[config.mk]
export PLATFORM = sky130hd
export DESIGN_NAME = flr_amount
export DESIGN_NICKNAME = d
export VERILOG_FILES = /design/src/hdl/flr_pkg.sv /design/src/hdl/flr_amount.sv
export SDC_FILE = /design/constraint.sdc
export NUM_CORES = 1
export LEC_CHECK = 0
export BUFFER_PORTS_ARGS = -buffer_cell sky130_fd_sc_hd__buf_2
export CAP_MARGIN = 20
export CORE_UTILIZATION = 50
export DETAILED_ROUTE_END_ITERATION = 8
export PLACE_DENSITY_LB_ADDON = 0.1
export SLEW_MARGIN = 40
export SYNTH_ARGS = -nofsm -noshare
export SYNTH_HDL_FRONTEND = slang
export SYNTH_SLANG_ARGS = --single-unit
[constraint.sdc]
create_clock -name i_clk -period 8 [get_ports i_clk]
set_input_delay 0.4 -clock i_clk [delete_from_list [all_inputs] [get_ports i_clk]]
set_output_delay 0.4 -clock i_clk [all_outputs]
set_load 0.05 [all_outputs]
[src/hdl/flr_pkg.sv]
// ----------------------------------------------------------------------------
// flr_pkg
// Shared types and constants for the feedback loop recorder.
// ----------------------------------------------------------------------------
package flr_pkg;

    localparam int STORE_DEPTH = 65536;
    localparam int ADDR_W      = $clog2(STORE_DEPTH);
    localparam int POS_W       = $clog2(STORE_DEPTH + 1);
    localparam int LEN_W       = 17;
    localparam int CMP_W       = (POS_W > LEN_W) ? POS_W : LEN_W;

    localparam int VOLT_LIMIT  = 20480;
    localparam int TRIG_HIGH   = 4096;
    localparam int Q15_ONE     = 32768;

    // floor(m / 5) through an offset into positive range and a reciprocal
    localparam logic [22:0] DIV5_RECIP  = 23'd6710887;
    localparam int          DIV5_SHIFT  = 25;
    localparam int          DIV5_BIAS   = 524288;
    localparam int          DIV5_OFFSET = 5 * DIV5_BIAS;

    typedef enum logic [2:0] {
        CFG_FEEDBACK_KNOB    = 3'd0,
        CFG_MIX_KNOB         = 3'd1,
        CFG_FB_CV_GAIN       = 3'd2,
        CFG_MIX_CV_GAIN      = 3'd3,
        CFG_AUX_ROUTED       = 3'd4,
        CFG_LOOP_LENGTH      = 3'd5
    } t_cfg_idx;

    typedef enum logic [1:0] {
        LVL_UNKNOWN,
        LVL_LOW,
        LVL_HIGH
    } t_level;

    typedef enum logic [1:0] {
        MODE_ACTIVE,
        MODE_PANIC,
        MODE_FULL
    } t_mode;

    typedef enum logic [2:0] {
        S_IDLE,
        S_RECIP,
        S_AMT,
        S_MUL,
        S_WB
    } t_state;

    typedef struct packed {
        logic signed [15:0] dry_in;
        logic signed [15:0] aux_in;
        logic signed [15:0] trig_in;
        logic signed [15:0] fb_cv;
        logic signed [15:0] mix_cv;
        logic               panic_in;
    } t_in;

    typedef struct packed {
        logic signed [15:0] mix_out;
        logic signed [15:0] aux_out;
        logic               buffer_full;
        logic               aux_internal;
    } t_out;

endpackage

[src/hdl/flr_amount.sv]
// ----------------------------------------------------------------------------
// flr_amount
// Three-stage gain amount: clamp(knob + floor(cv * gain / 20480), 0, 32768).
// ----------------------------------------------------------------------------
module flr_amount (
    input  logic               i_clk,
    input  logic [15:0]        i_knob,
    input  logic signed [15:0] i_cv,
    input  logic signed [16:0] i_gain,
    output logic [16:0]        o_amount
);

    logic signed [32:0] r_prod;
    logic [19:0]        r_quot;
    logic [16:0]        r_amount;

    logic signed [22:0] w_m;
    logic [21:0]        w_u;
    logic [44:0]        w_recip;
    logic signed [22:0] w_sum;
    logic [16:0]        n_amount;

    // divide by 4096 first, then by 5
    assign w_m     = 23'(r_prod >>> 12);
    assign w_u     = 22'(w_m + 23'(flr_pkg::DIV5_OFFSET));
    assign w_recip = 45'(w_u) * 45'(flr_pkg::DIV5_RECIP);
    assign w_sum   = $signed({7'b0, i_knob}) + $signed({3'b0, r_quot})
                   - 23'(flr_pkg::DIV5_BIAS);

    always_comb begin
        if (w_sum < 0) begin
            n_amount = '0;
        end else if (w_sum > 23'(flr_pkg::Q15_ONE)) begin
            n_amount = 17'(flr_pkg::Q15_ONE);
        end else begin
            n_amount = w_sum[16:0];
        end
    end

    always_ff @(posedge i_clk) begin
        r_prod   <= 33'(i_cv) * 33'(i_gain);
        r_quot   <= w_recip[44:flr_pkg::DIV5_SHIFT];
        r_amount <= n_amount;
    end

    assign o_amount = r_amount;

endmodule

==> out/results.tsv, run 1 <==
stage	metric	value	unit
run_status	status	complete, no violations	
floorplan	num_rows	70	
route	drc_errors	0	
route	dr_total_vias	12500	
route	drtAntennaViolNets	0	
critical_path	reg2reg_from	r_prod[26]	
critical_path	slowest_delay	0.67	ns
critical_path	crit_chain	inv_1, ha_1, fa_1, inv_1, fa_1, fa_1, inv_1, fa_1, inv_1, fa_1, inv_1, fa_1, inv_1, ha_1, o211ai_1, o21ai_1, nand3_2, nor4_1, a2111oi_2, o21ai_1, o41a_1, a41o_1, or4_1, and3_1	
synth	ys_seq_area_share	6.17	%
placement	gp_congestion	0.929	
placement	numPortBuffers	66	
clocking	htree_levels	3	
global_routing	track_usage	22.9	%
sta	fin_crit_sh	91.5	%
clocking	cts_buffer_depth	2	
critical_path	critPathLaunchType	flip-flop	
critical_path	critPathRequiredTime	8.24	ns
critical_path	cpLargestDelayFamily	adder cells	
global_routing	grt_max_degree	18	
critical_path	cp_num_buf_inv	6	
sta	worst_slew_pin_slew	0.719	ns
synth	synth_area_leaders	fa_1, ha_1, inv_1, dfxtp_1, and2_1	
clocking	cts_buffers	9	
floorplan	ios	67	
sta	setup_viol	0	
run	maxCapViolCount	0	
synth	ys_types	58	
floorplan	fp.coreArea	0.0368	mm^2
sta	timing_hold_violations_final	0	
critical_path	crit_path_end_kind	flip-flop	
sta	relSlewSlack	52.1	%
placement	dp_hpwl	35300	um
synth	postSynthRegisterBits	58	
clocking	root_buffer	clkbuf_16	
floorplan	die_h	196	um
cells_and_area	layout_commonest_cell	inv_1	
synth	synth_warnings	0	
synth	ys_async_sr_fraction	0	%
synth	yosys.area.top_type	fa_1	
cells_and_area	drive_above_1_share	4.79	%
critical_path	critPathKind	flip-flop to flip-flop	
cells_and_area	syn_to_final_growth	5.58	%
synth	syn_area_per_cell	9.50	um^2
critical_path	critPathSlowestCell	a2111oi_2	
route	avgViaCountPerCell	5.00	
clocking	cts.sink_count	58	
synth	synth_area	0.0188	mm^2
synth	synth_edf_count	0	
clocking	cts_setup_buffers	0	
floorplan	die-area	0.0384	mm^2
global_routing	grt_pass1_wl	69500	um
global_routing	grt_pass1_vias	13800	
synth	syn_inst	1981	
clocking	clkLatencyLatePin	0.34	ns
clocking	cts_resized	0	
floorplan	start_util	51.2	%
route	drtIter0Drc	492	
synth	synth.net_count	2720	
synth	synth_flop_cell	dfxtp_1	
sta	rsz0062_at_grt	no	
critical_path	setup.worst_path.start	r_prod[26]	
cells_and_area	layout_common_cells	inv_1, fa_1, ha_1	
route	firstDrtPassIters	5	
sta	min_period	7.32	ns
floorplan	die_w	196	um
synth	yosysTopAreaCellShare	44.4	%
route	wl_per_cell	16.1	um
sta	clock.fmax	137	MHz
global_routing	grt_antenna_before_repair	0	
sta	setup_tns	0	ns
clocking	tritoncts	yes	
sta	fin_worst_skew	0.00999	ns
clocking	clk_pin_slew	0.06	ns
global_routing	overflow	0	
critical_path	path_max_fanout	5	
cells_and_area	num-nets-final	2758	
cells_and_area	num_antenna_cells	0	
worst_hold_path	hold_class	primary input to flip-flop	
worst_hold_path	hold_path_startpoint	i_knob[0]	
clocking	holdBufCountCts	0	
route	drt_wl_total	40200	um
sta	slew_violations	0	
critical_path	cp.arrival	7.56	ns
==> registers in the layout, indices dropped and copies added, names as in the netlist <==
name      count
o_amount     17
r_prod       21
r_quot       20
==> final timing paths <==
kind                                endpoint  slack, ns  cells past startpoint
worst min-delay path             o_amount[0]       0.46                      4
worst max register to register    r_quot[19]       0.68                     24
worst max-delay path              r_quot[19]       0.68                     24
worst min register to register  o_amount[15]       0.55                      1
==> cells in the mapped netlist, types with 10 or more instances <==
master and n:
inv_1 558, fa_1 417, ha_1 272, nand2_1 164, and2_1 112, nor2_1 63, dfxtp_1 58, a21oi_1 38
clkbuf_1 38, xnor2_1 36, a21o_1 24, xor2_1 23, o21ai_0 17, nor3_1 15, nor2b_1 13, nand3_1 12
o21a_1 11, nand2b_1 10, nand4_1 10, o21ai_1 10
==> tightest hold or removal path: cells and delay by family <==
kind	cells	cell delay, ns
adders and majority gates	1	0.16
buffers and inverters	2	0.13
and+or+nand+nor	1	0.08
==> cell type report <==
class | count | area, um^2
clock inverter | 6 | 42.5
clock buffer | 10 | 239
inverter | 558 | 2090
multi-input combinational | 1326 | 15400
sequential | 58 | 1160
timing repair buffer | 66 | 330
fill | 3378 | 16900
tap | 468 | 586
==> kinds of logic (layout without fill, tap and decap cells) <==
kind of cell / Yosys count / in the layout / synth area share [%]
fa+ha+maj: 689 / 689 / 62.4
buf+inv: 597 / 640 / 11.9
simple gates: 426 / 426 / 11.1
compound gates: 150 / 150 / 5.57
xor+xnor: 59 / 59 / 2.75
flops: 58 / 58 / 6.17
other cells: 1 / 1 / 0.0199
mux: 1 / 1 / 0.0532
==> per-stage QoR <==
stage          std cells  cell area [um^2]  setup WS, ns  hold slack (ns)  util (%)
6_report            2492             19900         0.681            0.461      54.0
5_1_grt             2492             19900         0.271            0.515      54.0
4_1_cts             2492             19900         0.646            0.459      54.0
3_5_place_dp        2476             19600         0.652            0.538      53.3
3_3_place_gp        2476             19600         0.800            0.551      53.3
2_1_floorplan       1981             18800          1.36            0.506         -
==> layer usage <==
| layer | up-vias | share of wire, % | GRT usage, % |
|---|---|---|---|
| met5 | - | 0 | 0 |
| met4 | 0 | 1.0 | 3.73 |
| met3 | 19 | 4.2 | 2.84 |
| met2 | 211 | 47 | 38.4 |
| met1 | 6214 | 48 | 32.3 |
| li1 | 6008 | - | - |
Power of run 1 is left out: the tool's default activity adds up to more than one toggle a clock period on the data nets, which glitch-free logic cannot reach.
==> run 2: changes to the inputs <==
BUFFER_PORTS_ARGS = -buffer_cell sky130_fd_sc_hd__buf_4   (was -buffer_cell sky130_fd_sc_hd__buf_2)
==> out/results.tsv, run 2 (synthesized netlist as in run 1, its figures left out) <==
stage	metric	value	unit
cells_and_area	largest_reg_flops	21	
route	drc_errors	0	
clocking	clkLatencyLatePin	0.35	ns
critical_path	path_max_fanout	5	
route	drtAntennaViolNets	0	
global_routing	use_met1	32.8	%
global_routing	grt_pass1_vias	13800	
sta	worst_slew_pin_slew	0.698	ns
floorplan	num_rows	70	
worst_hold_path	hold_path_startpoint	i_knob[0]	
global_routing	use_met2	39.1	%
sta	fin_crit_sh	91.9	%
critical_path	reg2reg_from	r_prod[26]	
floorplan	die_h	196	um
cells_and_area	design_area	0.0201	mm^2
route	drtIter0Drc	439	
cells_and_area	layout_commonest_cell	inv_1	
clocking	cts_buffer_depth	2	
floorplan	fp.coreArea	0.0368	mm^2
floorplan	die-area	0.0384	mm^2
route	dr_total_vias	12500	
cells_and_area	drive_above_1_share	4.79	%
sta	setup_tns	0	ns
cells_and_area	seqCellArea	0.00116	mm^2
floorplan	ios	67	
route	drt_wl_total	40700	um
critical_path	critPathKind	flip-flop to flip-flop	
global_routing	track_usage	23.1	%
floorplan	start_util	51.2	%
sta	clock.fmax	136	MHz
cells_and_area	num-nets-final	2758	
sta	min_period	7.35	ns
clocking	holdBufCountCts	0	
placement	dp_hpwl	36000	um
placement	gp_congestion	0.911	
clocking	cts_resized	0	
sta	slew_violations	0	
critical_path	setup.worst_path.start	r_prod[26]	
sta	relSlewSlack	53.4	%
global_routing	grt_max_degree	18	
critical_path	cp.arrival	7.60	ns
sta	holdWs	0.457	ns
global_routing	grt_antenna_before_repair	0	
clocking	cts.sink_count	58	
route	wl_per_cell	16.3	um
cells_and_area	num_antenna_cells	0	
critical_path	crit_path_end_kind	flip-flop	
route	avgViaCountPerCell	5.02	
clocking	clk_pin_slew	0.07	ns
cells_and_area	layout_common_cells	inv_1, fa_1, ha_1	
global_routing	overflow	0	
sta	timing_hold_violations_final	0	
route	firstDrtPassIters	4	
critical_path	slowest_delay	0.67	ns
placement	placed_cell_area	0.0198	mm^2
critical_path	critPathRequiredTime	8.24	ns
sta	rsz0062_at_grt	no	
run	maxCapViolCount	0	
critical_path	critPathSlowestCell	a2111oi_2	
critical_path	crit_chain	inv_1, ha_1, fa_1, inv_1, fa_1, fa_1, inv_1, fa_1, inv_1, fa_1, inv_1, fa_1, inv_1, ha_1, o211ai_1, o21ai_1, nand3_2, nor4_1, a2111oi_2, o21ai_1, o41a_1, a41o_1, or4_1, and3_1	
floorplan	die_w	196	um
cells_and_area	top_register	r_prod	
clocking	cts_setup_buffers	0	
global_routing	grt_pass1_wl	69700	um
cells_and_area	multi_input_area	0.0154	mm^2
cells_and_area	fill_cells	3431	
clocking	root_buffer	clkbuf_16	
clocking	htree_levels	3	
clocking	cts_buffers	9	
sta	fin_worst_skew	0.0168	ns
cells_and_area	syn_to_final_growth	6.69	%
clocking	tritoncts	yes	
global_routing	use_met3	1.91	%
placement	numPortBuffers	66	
worst_hold_path	hold_class	primary input to flip-flop	
global_routing	top_usage_layer	met2	
sta	setup_viol	0	
critical_path	critPathLaunchType	flip-flop	
run_status	status	complete, no violations	
[run 2: critical path: cells and delay by family, from the launching register on]
kind                     cells  cell delay [ns]
AO/OA/AOI/OAI                6             2.00
adder cells (fa/ha/maj)      8             3.69
buffers and inverters        6             0.37
flip-flops                   1             0.45
AND/OR/NAND/NOR              4             0.75
[run 2: stage by stage]
stage / std cells / utilization (%) / setup WS (ns)
6_report: 2492 / 54.6 / 0.648
5_1_grt: 2492 / 54.6 / 0.252
4_1_cts: 2492 / 54.6 / 0.631
3_5_place_dp: 2476 / 53.7 / 0.642
3_3_place_gp: 2476 / 53.7 / 0.794
2_1_floorplan: 1981 / - / 1.36
[run 2: cell type report]
| type | count | area share [%] |
|---|---|---|
| clock buffer | 9 | 1.12 |
| clock inverter | 7 | 0.505 |
| inverter | 558 | 10.4 |
| multi-input combinational | 1326 | 76.8 |
| sequential | 58 | 5.78 |
| tap | 468 | 2.92 |
| timing repair buffer | 66 | 2.47 |
[run 2: final timing paths]
kind | to | slack [ns] | cells past startpoint
worst min register to register | o_amount[15] | 0.56 | 1
worst max-delay path | r_quot[19] | 0.65 | 24
worst max register to register | r_quot[19] | 0.65 | 24
worst min-delay path | o_amount[0] | 0.46 | 4
[run 2: layer usage]
metal,up-vias,part of all wire [%]
li1,6009,-
met1,6333,48
met2,157,47
met3,20,3.1
met4,0,1.2
met5,-,0
Power of run 2 is left out for the same reason.
==> run 3: changes to the inputs <==
MAX_ROUTING_LAYER = met4   (was default)
==> out/results.tsv, run 3 (synthesized netlist as in run 1, its figures left out) <==
stage	metric	value	unit
critical_path	crit_path_end_kind	flip-flop	
sta	rsz0062_at_grt	no	
placement	dp_hpwl	36000	um
clocking	cts_setup_buffers	0	
clocking	holdBufCountCts	0	
clocking	cts_buffer_depth	2	
floorplan	die_h	196	um
global_routing	grt_pass1_vias	13900	
run	maxCapViolCount	0	
critical_path	critPathRequiredTime	8.24	ns
placement	numPortBuffers	66	
clocking	clkLatencyLatePin	0.35	ns
route	drtAntennaViolNets	0	
cells_and_area	drive_above_1_share	4.69	%
floorplan	die_w	196	um
sta	worst_slew_pin_slew	0.733	ns
clocking	cts_buffers	9	
cells_and_area	num-nets-final	2758	
floorplan	fp.coreArea	0.0368	mm^2
critical_path	setup.worst_path.start	r_prod[26]	
global_routing	overflow	0	
global_routing	grt_pass1_wl	69600	um
critical_path	critPathLaunchType	flip-flop	
worst_hold_path	hold_class	primary input to flip-flop	
sta	clock.fmax	136	MHz
cells_and_area	layout_commonest_cell	inv_1	
clocking	cts.sink_count	58	
sta	min_period	7.33	ns
floorplan	ios	67	
worst_hold_path	hold_path_startpoint	i_knob[0]	
critical_path	path_max_fanout	5	
run_status	status	complete, no violations	
cells_and_area	design_area	0.0201	mm^2
sta	setup_viol	0	
clocking	root_buffer	clkbuf_16	
floorplan	die-area	0.0384	mm^2
cells_and_area	syn_to_final_growth	6.67	%
route	avgViaCountPerCell	5.02	
global_routing	grt_antenna_before_repair	0	
cells_and_area	top_register	r_prod	
sta	slew_violations	0	
sta	setup_tns	0	ns
cells_and_area	num_antenna_cells	0	
cells_and_area	layout_common_cells	inv_1, fa_1, ha_1	
critical_path	critPathKind	flip-flop to flip-flop	
clocking	tritoncts	yes	
route	drc_errors	0	
floorplan	num_rows	70	
cells_and_area	fin_util	54.6	%
sta	timing_hold_violations_final	0	
route	drt_wl_total	40600	um
global_routing	track_usage	23.9	%
floorplan	start_util	51.2	%
route	dr_total_vias	12500	
route	drtIter0Drc	485	
placement	gp_congestion	0.936	
sta	fin_worst_skew	0.0125	ns
cells_and_area	multi_input_area	0.0154	mm^2
cells_and_area	fill_cells	3373	
route	wl_per_cell	16.3	um
sta	fin_crit_sh	91.6	%
cells_and_area	largest_reg_flops	21	
global_routing	grt_max_degree	18	
cells_and_area	seqCellArea	0.00116	mm^2
clocking	htree_levels	3	
critical_path	cp.arrival	7.57	ns
placement	placed_cell_area	0.0198	mm^2
critical_path	reg2reg_from	r_prod[26]	
clocking	clk_pin_slew	0.05	ns
sta	relSlewSlack	51.1	%
route	firstDrtPassIters	5	
clocking	cts_resized	0	
[run 3: changes by cell type in the layout (fill, tap and decap cells not counted)]
cell      before  now
clkbuf_8       0    1
clkbuf_1       0    2
clkinv_4       1    0
inv_6          2    0
[run 3: layer usage]
layer	share of wire, %	up-vias	GRT usage (%)
met5	0	-	-
met4	1.5	0	5.30
met3	3.5	32	2.66
met2	48	208	39.1
met1	48	6248	32.0
li1	-	6014	-
[run 3: worst paths after layout]
kind	end	slack, ns	cells after the start
worst max-delay path	r_quot[19]	0.67	24
worst min-delay path	o_amount[0]	0.46	4
worst max register to register	r_quot[19]	0.67	24
worst min register to register	o_amount[15]	0.56	1
[run 3: layout make-up]
cell class	count	area share [%]
clock inverter	4	0.374
inverter	558	10.4
multi-input combinational	1326	76.8
sequential	58	5.78
clock buffer	12	1.23
timing repair buffer	66	2.47
tap	468	2.92
[run 3: through the flow]
step	cells	hold WS (ns)	setup WS (ns)
finish	2492	0.456	0.673
detailed placement	2476	0.550	0.644
global placement	2476	0.565	0.785
global route	2492	0.512	0.301
CTS	2492	0.464	0.637
floorplan	1981	0.506	1.36
[run 3: critical path, stage by stage, from the launching register on]
cell	delay [ns]
dfxtp_1	0.44
inv_1	0.07
ha_1	0.34
fa_1	0.52
inv_1	0.08
fa_1	0.52
fa_1	0.58
inv_1	0.06
fa_1	0.47
inv_1	0.05
fa_1	0.47
inv_1	0.05
fa_1	0.47
inv_1	0.04
ha_1	0.34
o211ai_1	0.21
o21ai_1	0.10
nand3_2	0.11
nor4_1	0.07
a2111oi_2	0.70
o21ai_1	0.27
o41a_1	0.41
a41o_1	0.31
or4_1	0.39
and3_1	0.17
Power of run 3 is left out for the same reason.
